[src/hw/rtl/gregorian_date_unit_assert.svh]
// Assertion macros for the Gregorian date unit.
// Needs a clock named aclk and an active-low reset named aresetn in scope.
`ifndef GREGORIAN_DATE_UNIT_ASSERT_SVH
`define GREGORIAN_DATE_UNIT_ASSERT_SVH

// Same-cycle implication, disabled in reset
`define GDU_ASSERT_NOW(lbl, ante, cons, msg) \
    lbl: assert property (@(posedge aclk) disable iff (!aresetn) (ante) |-> (cons)) \
        else $error(msg);

// Next-cycle implication, disabled in reset
`define GDU_ASSERT_NEXT(lbl, ante, cons, msg) \
    lbl: assert property (@(posedge aclk) disable iff (!aresetn) (ante) |=> (cons)) \
        else $error(msg);

`endif

[src/hw/rtl/gdu_pkg.sv]
// Shared types, constants and calendar functions of the Gregorian date unit.
// Depends on nothing; imported by gregorian_date_unit.
`default_nettype none

package gdu_pkg;

    // Year arithmetic width (wraps modulo 2^YEAR_BITS), legal from 12 to 32
    localparam int YEAR_BITS  = 16;
    localparam int DAY_W      = 5;
    localparam int MONTH_W    = 4;
    localparam int YEAR_W     = 16;
    localparam int YDAY_W     = 9;
    localparam int RES_W      = 5;   // residue modulo 25
    localparam int SUM_W      = 6;   // partly reduced residue, below 50
    localparam int S_DATA_W   = 32;
    localparam int M_DATA_W   = 72;
    localparam int YEAR_PAD_W = 32;  // year widened to four whole bytes

    localparam logic [YEAR_BITS-1:0] YEAR_TOP = {YEAR_BITS{1'b1}};

    // Month numbers
    localparam logic [MONTH_W-1:0] MON_JAN = 4'd1;
    localparam logic [MONTH_W-1:0] MON_FEB = 4'd2;
    localparam logic [MONTH_W-1:0] MON_MAR = 4'd3;
    localparam logic [MONTH_W-1:0] MON_APR = 4'd4;
    localparam logic [MONTH_W-1:0] MON_MAY = 4'd5;
    localparam logic [MONTH_W-1:0] MON_JUN = 4'd6;
    localparam logic [MONTH_W-1:0] MON_JUL = 4'd7;
    localparam logic [MONTH_W-1:0] MON_AUG = 4'd8;
    localparam logic [MONTH_W-1:0] MON_SEP = 4'd9;
    localparam logic [MONTH_W-1:0] MON_OCT = 4'd10;
    localparam logic [MONTH_W-1:0] MON_NOV = 4'd11;
    localparam logic [MONTH_W-1:0] MON_DEC = 4'd12;

    localparam logic [DAY_W-1:0] DAY_FIRST = 5'd1;
    localparam logic [DAY_W-1:0] DAYS_LONG = 5'd31;
    localparam logic [DAY_W-1:0] DAYS_SHORT = 5'd30;
    localparam logic [DAY_W-1:0] DAYS_FEB_LEAP = 5'd29;
    localparam logic [DAY_W-1:0] DAYS_FEB = 5'd28;

    localparam logic [SUM_W-1:0] MOD_BASE = 6'd25;

    // Byte residue table: b mod 25 for every byte value
    typedef logic [RES_W-1:0] mod25_table_t [256];

    function automatic mod25_table_t build_mod25();
        mod25_table_t t;
        for (int i = 0; i < 256; i++) begin
            t[i] = RES_W'(i % 25);
        end
        return t;
    endfunction

    localparam mod25_table_t MOD25_LUT = build_mod25();

    // Item context carried down the pipeline
    typedef struct packed {
        logic [DAY_W-1:0]     day;
        logic [MONTH_W-1:0]   month;
        logic [YEAR_BITS-1:0] year;
        logic [YEAR_BITS-1:0] year_inc;
        logic [YEAR_BITS-1:0] year_dec;
        logic [YDAY_W-1:0]    yday_base;   // days before month plus day
        logic                 after_feb;
        logic                 month_ok;
        logic                 year_zero;
        logic                 year_top;
        logic                 year_one;
    } ctx_t;

    // Result of one date
    typedef struct packed {
        logic                 range_edge;
        logic [YEAR_W-1:0]    prev_year;
        logic [MONTH_W-1:0]   prev_month;
        logic [DAY_W-1:0]     prev_day;
        logic [YEAR_W-1:0]    next_year;
        logic [MONTH_W-1:0]   next_month;
        logic [DAY_W-1:0]     next_day;
        logic [YDAY_W-1:0]    year_day;
        logic [DAY_W-1:0]     month_length;
        logic                 date_valid;
    } result_t;

    // Days in a month; zero for a month number outside the calendar
    function automatic logic [DAY_W-1:0] month_days(input logic [MONTH_W-1:0] m,
                                                    input logic leap);
        logic [DAY_W-1:0] n;
        case (m) inside
            MON_JAN, MON_MAR, MON_MAY, MON_JUL, MON_AUG, MON_OCT, MON_DEC: n = DAYS_LONG;
            MON_APR, MON_JUN, MON_SEP, MON_NOV: n = DAYS_SHORT;
            MON_FEB: n = leap ? DAYS_FEB_LEAP : DAYS_FEB;
            default: n = '0;
        endcase
        return n;
    endfunction

    // Days in the year before the first of a month (common year)
    function automatic logic [YDAY_W-1:0] days_before(input logic [MONTH_W-1:0] m);
        logic [YDAY_W-1:0] n;
        unique case (m)
            MON_JAN: n = 9'd0;
            MON_FEB: n = 9'd31;
            MON_MAR: n = 9'd59;
            MON_APR: n = 9'd90;
            MON_MAY: n = 9'd120;
            MON_JUN: n = 9'd151;
            MON_JUL: n = 9'd181;
            MON_AUG: n = 9'd212;
            MON_SEP: n = 9'd243;
            MON_OCT: n = 9'd273;
            MON_NOV: n = 9'd304;
            MON_DEC: n = 9'd334;
            default: n = '0;
        endcase
        return n;
    endfunction

endpackage

`default_nettype wire

[src/hw/rtl/gregorian_date_unit.sv]
// Gregorian date unit: validity, month length, day of year, next and previous date.
// Depends on gdu_pkg and gregorian_date_unit_assert.svh.
//
// One date enters per beat on the s_ channel and one result leaves per beat on the
// m_ channel; the unit sustains one date per cycle while m_tready is high. Each
// date passes through the three pipeline registers: byte residues of the year modulo
// 25 and the month decode, then the residue sum, then the leap rule and the
// next/previous date into the output register. Back-pressure on m_tready only
// fills bubbles up the pipeline, so nothing is lost or repeated. An invalid date
// (month outside 1..12, year zero, day outside the month) gives date_valid low and
// every other field zero. range_edge marks a following date that wraps to year
// zero or a preceding date that falls to year zero.
`default_nettype none

module gregorian_date_unit (
    input  wire logic                          aclk,
    input  wire logic                          aresetn,
    input  wire logic                          s_tvalid,
    output logic                               s_tready,
    // day_in[4:0], month_in[8:5], year_in[24:9], zero [31:25]
    input  wire logic [gdu_pkg::S_DATA_W-1:0]  s_tdata,
    output logic                               m_tvalid,
    input  wire logic                          m_tready,
    // date_valid[0], month_length[5:1], year_day[14:6], next_day[19:15],
    // next_month[23:20], next_year[39:24], prev_day[44:40], prev_month[48:45],
    // prev_year[64:49], range_edge[65], zero [71:66]
    output logic [gdu_pkg::M_DATA_W-1:0]       m_tdata
);
    import gdu_pkg::*;

    `include "gregorian_date_unit_assert.svh"

    localparam int RES_BITS = $bits(result_t);

    // Input unpacking
    logic [DAY_W-1:0]      in_day;
    logic [MONTH_W-1:0]    in_month;
    logic [YEAR_BITS-1:0]  in_year;
    logic [YEAR_PAD_W-1:0] in_year_pad;

    assign in_day      = s_tdata[DAY_W-1:0];
    assign in_month    = s_tdata[DAY_W+MONTH_W-1:DAY_W];
    assign in_year     = YEAR_BITS'(s_tdata[DAY_W+MONTH_W+YEAR_W-1:DAY_W+MONTH_W]);
    assign in_year_pad = YEAR_PAD_W'(in_year);

    // Stage handshake: each stage loads when it is empty or its beat moves on
    logic a_valid_reg, b_valid_reg, c_valid_reg;
    logic a_ready, b_ready, c_ready;

    assign c_ready  = !c_valid_reg || m_tready;
    assign b_ready  = !b_valid_reg || c_ready;
    assign a_ready  = !a_valid_reg || b_ready;
    assign s_tready = a_ready;

    // Stage A: month decode, year neighbours, byte residues modulo 25
    ctx_t              a_ctx_next, a_ctx_reg;
    logic [RES_W-1:0]  a_res_next [4];
    logic [RES_W-1:0]  a_res_reg  [4];

    always_comb begin
        a_ctx_next.day       = in_day;
        a_ctx_next.month     = in_month;
        a_ctx_next.year      = in_year;
        a_ctx_next.year_inc  = in_year + YEAR_BITS'(1);
        a_ctx_next.year_dec  = in_year - YEAR_BITS'(1);
        a_ctx_next.yday_base = days_before(in_month) + YDAY_W'(in_day);
        a_ctx_next.after_feb = (in_month > MON_FEB);
        a_ctx_next.month_ok  = (in_month >= MON_JAN) && (in_month <= MON_DEC);
        a_ctx_next.year_zero = (in_year == '0);
        a_ctx_next.year_top  = (in_year == YEAR_TOP);
        a_ctx_next.year_one  = (in_year == YEAR_BITS'(1));
        for (int i = 0; i < 4; i++) begin
            a_res_next[i] = MOD25_LUT[in_year_pad[8*i +: 8]];
        end
    end

    always_ff @(posedge aclk) begin
        if (!aresetn) begin
            a_valid_reg <= 1'b0;
        end else if (a_ready) begin
            a_valid_reg <= s_tvalid;
        end
        if (a_ready && s_tvalid) begin
            a_ctx_reg <= a_ctx_next;
            a_res_reg <= a_res_next;
        end
    end

    // Stage B: weight byte residues (256^k mod 25 = 1, 6, 11, 16), reduce below 50
    ctx_t             b_ctx_reg;
    logic [9:0]       b_sum;
    logic [SUM_W-1:0] b_part_next, b_part_reg;

    always_comb begin
        b_sum = 10'(a_res_reg[0]) + 10'(a_res_reg[1]) * 10'd6
              + 10'(a_res_reg[2]) * 10'd11 + 10'(a_res_reg[3]) * 10'd16;
        b_part_next = SUM_W'(MOD25_LUT[b_sum[7:0]]) + SUM_W'(b_sum[9:8]) * SUM_W'(6);
    end

    always_ff @(posedge aclk) begin
        if (!aresetn) begin
            b_valid_reg <= 1'b0;
        end else if (b_ready) begin
            b_valid_reg <= a_valid_reg;
        end
        if (b_ready && a_valid_reg) begin
            b_ctx_reg  <= a_ctx_reg;
            b_part_reg <= b_part_next;
        end
    end

    // Stage C: leap rule, validity, day of year, next and previous date
    logic [SUM_W-1:0] c_mod25;
    logic             c_leap;
    logic [DAY_W-1:0] c_mlen;
    logic             c_ok;
    result_t          c_res_next, c_res_reg;

    always_comb begin
        c_mod25 = (b_part_reg >= MOD_BASE) ? b_part_reg - MOD_BASE : b_part_reg;
        // divisible by 4 but not 100, or by 400 (16 and 25)
        c_leap  = ((b_ctx_reg.year[1:0] == 2'b00) && (c_mod25 != '0))
               || ((b_ctx_reg.year[3:0] == 4'b0000) && (c_mod25 == '0));
        c_mlen  = month_days(b_ctx_reg.month, c_leap);
        c_ok    = b_ctx_reg.month_ok && !b_ctx_reg.year_zero
               && (b_ctx_reg.day != '0) && (b_ctx_reg.day <= c_mlen);

        c_res_next              = '0;
        c_res_next.date_valid   = 1'b1;
        c_res_next.month_length = c_mlen;
        c_res_next.year_day     = b_ctx_reg.yday_base
                                + YDAY_W'(b_ctx_reg.after_feb && c_leap);

        // following date
        c_res_next.next_month = b_ctx_reg.month;
        c_res_next.next_year  = YEAR_W'(b_ctx_reg.year);
        if (b_ctx_reg.day == c_mlen) begin
            c_res_next.next_day = DAY_FIRST;
            if (b_ctx_reg.month == MON_DEC) begin
                c_res_next.next_month = MON_JAN;
                c_res_next.next_year  = YEAR_W'(b_ctx_reg.year_inc);
                c_res_next.range_edge = b_ctx_reg.year_top;
            end else begin
                c_res_next.next_month = b_ctx_reg.month + MONTH_W'(1);
            end
        end else begin
            c_res_next.next_day = b_ctx_reg.day + DAY_W'(1);
        end

        // preceding date
        c_res_next.prev_month = b_ctx_reg.month;
        c_res_next.prev_year  = YEAR_W'(b_ctx_reg.year);
        if (b_ctx_reg.day == DAY_FIRST) begin
            if (b_ctx_reg.month == MON_JAN) begin
                c_res_next.prev_day   = DAYS_LONG;
                c_res_next.prev_month = MON_DEC;
                c_res_next.prev_year  = YEAR_W'(b_ctx_reg.year_dec);
                if (b_ctx_reg.year_one) begin
                    c_res_next.range_edge = 1'b1;
                end
            end else begin
                c_res_next.prev_month = b_ctx_reg.month - MONTH_W'(1);
                c_res_next.prev_day   = month_days(b_ctx_reg.month - MONTH_W'(1), c_leap);
            end
        end else begin
            c_res_next.prev_day = b_ctx_reg.day - DAY_W'(1);
        end

        // drop everything for a bad date
        if (!c_ok) begin
            c_res_next = '0;
        end
    end

    always_ff @(posedge aclk) begin
        if (!aresetn) begin
            c_valid_reg <= 1'b0;
        end else if (c_ready) begin
            c_valid_reg <= b_valid_reg;
        end
        if (c_ready && b_valid_reg) begin
            c_res_reg <= c_res_next;
        end
    end

    // Output beat
    assign m_tvalid = c_valid_reg;
    assign m_tdata  = M_DATA_W'(c_res_reg);

    // Checks
    `GDU_ASSERT_NOW(a_invalid_zero, m_tvalid && !c_res_reg.date_valid,
        c_res_reg[RES_BITS-1:1] == '0, "invalid date carries non-zero fields")
    `GDU_ASSERT_NOW(a_valid_shape, m_tvalid && c_res_reg.date_valid,
        (c_res_reg.month_length >= DAYS_FEB) && (c_res_reg.year_day != '0)
        && (c_res_reg.next_month >= MON_JAN) && (c_res_reg.next_month <= MON_DEC),
        "valid result out of calendar range")
    `GDU_ASSERT_NOW(a_edge_valid, m_tvalid && c_res_reg.range_edge,
        c_res_reg.date_valid, "range edge raised on an invalid date")
    `GDU_ASSERT_NEXT(a_stall_hold, c_valid_reg && !m_tready,
        c_valid_reg && $stable(c_res_reg), "output register changed under stall")

endmodule

`default_nettype wire
[config.mk]
export PLATFORM = sky130hd
export DESIGN_NAME = gregorian_date_unit
export DESIGN_NICKNAME = d
export VERILOG_FILES = /design/src/hw/rtl/gdu_pkg.sv /design/src/hw/rtl/gregorian_date_unit.sv
export VERILOG_INCLUDE_DIRS = /design/src /design/src/hw/rtl
export SDC_FILE = /design/constraint.sdc
export NUM_CORES = 1
export LEC_CHECK = 0
export BUFFER_PORTS_ARGS = -buffer_cell sky130_fd_sc_hd__buf_2
export CAP_MARGIN = 10
export CORE_MARGIN = 8
export CORE_UTILIZATION = 35
export CTS_CLUSTER_DIAMETER = 50
export DETAILED_ROUTE_END_ITERATION = 12
export SYNTH_ARGS = -nofsm -noshare
export SYNTH_HDL_FRONTEND = slang
export SYNTH_SLANG_ARGS = --single-unit
[constraint.sdc]
create_clock -name aclk -period 10 [get_ports aclk]
set_input_delay 1 -clock aclk [delete_from_list [all_inputs] [get_ports aclk]]
set_output_delay 1 -clock aclk [all_outputs]
set_load 0.05 [all_outputs]
==> parameters.txt <==
Parameter                              Value

Synthesis
  Share of the synthesized area in the top cell type    46.8%
  Cell area after synthesis    around 14000 µm²
  Post-Synthesis Cells    1405
  Number of flops mapped to enable cells by yosys    220
  Count of distinct cell types in the synthesized netlist    91
  Main flop type after synthesis    sky130_fd_sc_hd__edfxtp_1
  Proportion of synthesized flip-flops having asynchronous set or reset    0%
  Post-synthesis area per instance    10.0 µm²
  Flop and latch count out of synthesis    223
  Ys Warns    0
  Most area-consuming cells after synthesis    sky130_fd_sc_hd__edfxtp_1 (47%), sky130_fd_sc_hd__ha_1 (7.9%), sky130_fd_sc_hd__a21oi_1 (5.6%)
  Dominant cell type by area after synthesis    sky130_fd_sc_hd__edfxtp_1
  Register area share after synthesis    between 40% and 50%

Critical path
  Worst setup SP type    flip-flop
  Largest fanout of any net on the critical path    19
  Worst Setup Path Type    flip-flop to flip-flop
  Slowest stage cell, crit path    sky130_fd_sc_hd__nor2_2
  CP most frequent cell    sky130_fd_sc_hd__ha_1
  Critical Path End Type    flip-flop
  Critical path data arrival time    5.15 ns
  Biggest cell delay along the critical path    0.74 ns
  Startpoint of the lowest-slack register-to-register path    a_res_reg[11]
  Critical Path, Cell by Cell    ha_1, inv_1, fa_1, inv_1, ha_1, nor2_1, nor3b_4, nor2_2, o21ai_0, a2111oi_0, a21o_1, mux2i_1, ha_1, a21o_1, nand2_1, o22ai_1, xnor2_1, mux2i_1
  Data required, critical path    ~10 ns
  R2R Path End    b_part_reg[4]
  Minimum setup slack among reg-to-reg paths    just over 5 ns
  Worst Reg-to-Reg Cells    18

Timing
  Final critical delay including setup and external delays    4.89 ns
  Max-slew violation count    0
  Worst hold slack across all endpoints    0.408 ns
  Maximum achievable frequency    205 MHz
  Fraction of the cycle the final worst path needs    48.9%
  Tightest Pin Transition    1.00 ns
  Worst setup skew after layout    0.0115 ns
  Relative slew margins    between 30% and 40%
  Final count of hold timing violations    0
  Number of setup violations in the final report    0
  Fin Setup TNS    0 ns
  Unrepaired setup endpoints after global routing    false

Clock network
  TritonCTS clock tree    done
  Clock network latency to the later pin of the worst-skew pair    0.53 ns
  Clock-pin slew reported for the worst setup and hold paths after clock tree synthesis    0.06 ns
  Post-CTS Hold Buffers    0
  Clock root buffer master    sky130_fd_sc_hd__clkbuf_16
  CTS H-tree depth    1
  Number of clock buffers inserted by TritonCTS    29
  Maximum buffer depth of the clock tree    3
  CTS Sinks    223
  CTS resizes    0
  Post CTS Setup Buffer Count    0

Placement
  Cell total after placement    1938
  Final weighted congestion of routability-driven global placement    0.888
  Post-detail-place hpwl    23600 µm
  Port buffer count    96

Power
  Switching component of the power    1230 µW
  Cell-internal power    2200 µW
  Portion of total power attributed to the clock network    30.3%
  VDD IR max    0.000114 V
  Combinational group share of total power    36.1%
  Cell leakage power    0.00579 µW
  Relative contribution of sequential cells to total power    33.7%
  Sw Ratio    35.8%
  Overall power    between 3000 and 4000 µW
  Cell area power density    216 nW/µm²

Route
  ANT nets after route    0
  Routed WL per cell    17.2 µm
  Average vias per placed instance    5.39
  Number of vias in the routed layout    around 11000
  Pre-antenna DRT Iters    5
  Iteration-0 DRC count of the detailed router    911
  Overall routed net length    34200 µm
  Post-route DRC violation count    0

Worst hold path
  Hold Path Class    flip-flop to flip-flop
  Worst hold start    a_ctx_reg[34]
  Worst Hold Path Cells    0
  Hold EP    b_ctx_reg[34]

Cells and area
  Number of filler instances in the final layout    just under 4000
  # nets final    roughly 1600
  Antenna diodes    0
  Leading cell types in the layout, fill and taps excluded    sky130_fd_sc_hd__edfxtp_1 (220), sky130_fd_sc_hd__nand2_1 (177), sky130_fd_sc_hd__a21oi_1 (158)
  Leading cell type in the layout, fill and taps excluded    sky130_fd_sc_hd__edfxtp_1
  Post-Route Utilization    40.0%
  P&R area growth vs syn    12.8%
  Fraction of final layout cells sized beyond drive strength 1    14.0%
  Final instance count without filler cells    1988

Run
  Number of maximum-capacitance violations    0

Global route
  Total gr overflow    0
  Largest net degree at the start of global routing    58
  Total Routing Usage GR    13.9%
  Antenna violations before repair    0
  Wire length of the first global-routing pass    54200 µm
  Via count of the first global-routing pass    9902

Status
  Run status    completed

Floorplan
  Placeable core region    39700 µm²
  Die Y    217 µm
  Starting density of the core    ~35%
  Horizontal die dimension    217 µm
  Area of the die    ~47000 µm²
  Total number of placement rows    73
  IO Count    110
-- metrics by stage --
stage	cell area [µm²]	setup WS [ns]
6_report	15900	5.11
3_3_place_gp	14900	5.22
4_1_cts	15900	5.13
5_1_grt	15900	4.72
3_5_place_dp	14900	5.15
2_1_floorplan	14100	2.76
-- worst max path at each step --
| stage | start | end | slack (ns) | cells after the start |
|---|---|---|---|---|
| 4_1_cts | a_res_reg[11] | b_part_reg[4] | 5.13 | 19 |
| 6_report | a_res_reg[11] | b_part_reg[4] | 5.11 | 18 |
| 5_1_grt | a_res_reg[11] | b_part_reg[4] | 4.72 | 19 |
| 2_1_floorplan | m_tready | b_ctx_reg[0] | 2.76 | 2 |
| 3_5_place_dp | a_res_reg[11] | b_part_reg[4] | 5.15 | 19 |
| 3_3_place_gp | a_res_reg[11] | b_part_reg[4] | 5.22 | 19 |
-- critical path, delay by kind of cell, from the launching register on --
family / cells / cell delay (ns)
muxes: 2 / 0.18
AOI/OAI and AO/OA: 5 / 1.21
xor gates and xnor gates: 1 / 0.14
and+or+nand+nor: 4 / 1.31
adders and majority gates: 4 / 1.32
DFF: 1 / 0.38
buffers and inverters: 2 / 0.10
-- power groups by stage --
| stage | clock network, µW | logic, µW | registers, µW |
|---|---|---|---|
| 6_report | 1040 | 1240 | 1160 |
| 5_1_grt | 1100 | 1350 | 1160 |
| 4_1_cts | 1060 | 1220 | 1160 |
| 3_5_place_dp | 0 | 1220 | 1180 |
| 3_3_place_gp | 0 | 1210 | 1170 |
| 2_1_floorplan | 0 | 942 | 1200 |
-- cell type report --
type	count	area, µm²	share of cell area, %
Clock buffer	30	729	4.59
Clock inverter	20	251	1.58
Inverter	55	206	1.30
Multi-Input combinational cell	1030	6850	43.1
Sequential cell	223	6670	41.9
Tap cell	525	657	4.13
Timing Repair Buffer	105	548	3.45
-- cell families after synthesis --
logic type                 Yosys count  synth area share [%]
xor gates and xnor gates            64                  4.37
AOI/OAI and AO/OA                  395                  18.0
adders and majority gates           94                  8.54
DFF                                223                  47.3
other                                1                0.0266
and+or+nand+nor                    437                  13.9
muxes                               34                  3.26
buffers and inverters              157                  4.67
-- per-layer routing --
metal	up-vias	wire, µm	part of all wire (%)	track usage [%]
met3	76	2070	6.1	2.07
met5	-	0	0	0
met1	5040	14700	43	18.3
met2	400	16100	47	23.0
li1	5206	-	-	-
met4	0	1240	3.6	5.18
-- cell usage after synthesis, types with 4 or more instances --
master                      number
sky130_fd_sc_hd__a2111oi_0       7
sky130_fd_sc_hd__a211oi_1       20
sky130_fd_sc_hd__a21o_1          9
sky130_fd_sc_hd__a21oi_1       158
sky130_fd_sc_hd__a221oi_1        6
sky130_fd_sc_hd__a22oi_1         4
sky130_fd_sc_hd__a311oi_1        8
sky130_fd_sc_hd__a31oi_1        15
sky130_fd_sc_hd__and2_1         11
sky130_fd_sc_hd__and3_1          6
sky130_fd_sc_hd__buf_1          16
sky130_fd_sc_hd__buf_2          10
sky130_fd_sc_hd__buf_4          11
sky130_fd_sc_hd__clkbuf_1       63
sky130_fd_sc_hd__edfxtp_1      220
sky130_fd_sc_hd__fa_1            4
sky130_fd_sc_hd__ha_1           89
sky130_fd_sc_hd__inv_1          52
sky130_fd_sc_hd__mux2i_1        22
sky130_fd_sc_hd__mux4_2          9
sky130_fd_sc_hd__nand2_1       177
sky130_fd_sc_hd__nand2b_1        7
sky130_fd_sc_hd__nand3_1        29
sky130_fd_sc_hd__nand4_1         5
sky130_fd_sc_hd__nor2_1        124
sky130_fd_sc_hd__nor2b_1        12
sky130_fd_sc_hd__nor3_1         37
sky130_fd_sc_hd__o211ai_1       20
sky130_fd_sc_hd__o21ai_0        73
sky130_fd_sc_hd__o22ai_1        12
sky130_fd_sc_hd__o311ai_0        7
sky130_fd_sc_hd__or3_1           4
sky130_fd_sc_hd__xnor2_1        40
sky130_fd_sc_hd__xor2_1         21
No activity file was read; power rests on OpenSTA's default activity.
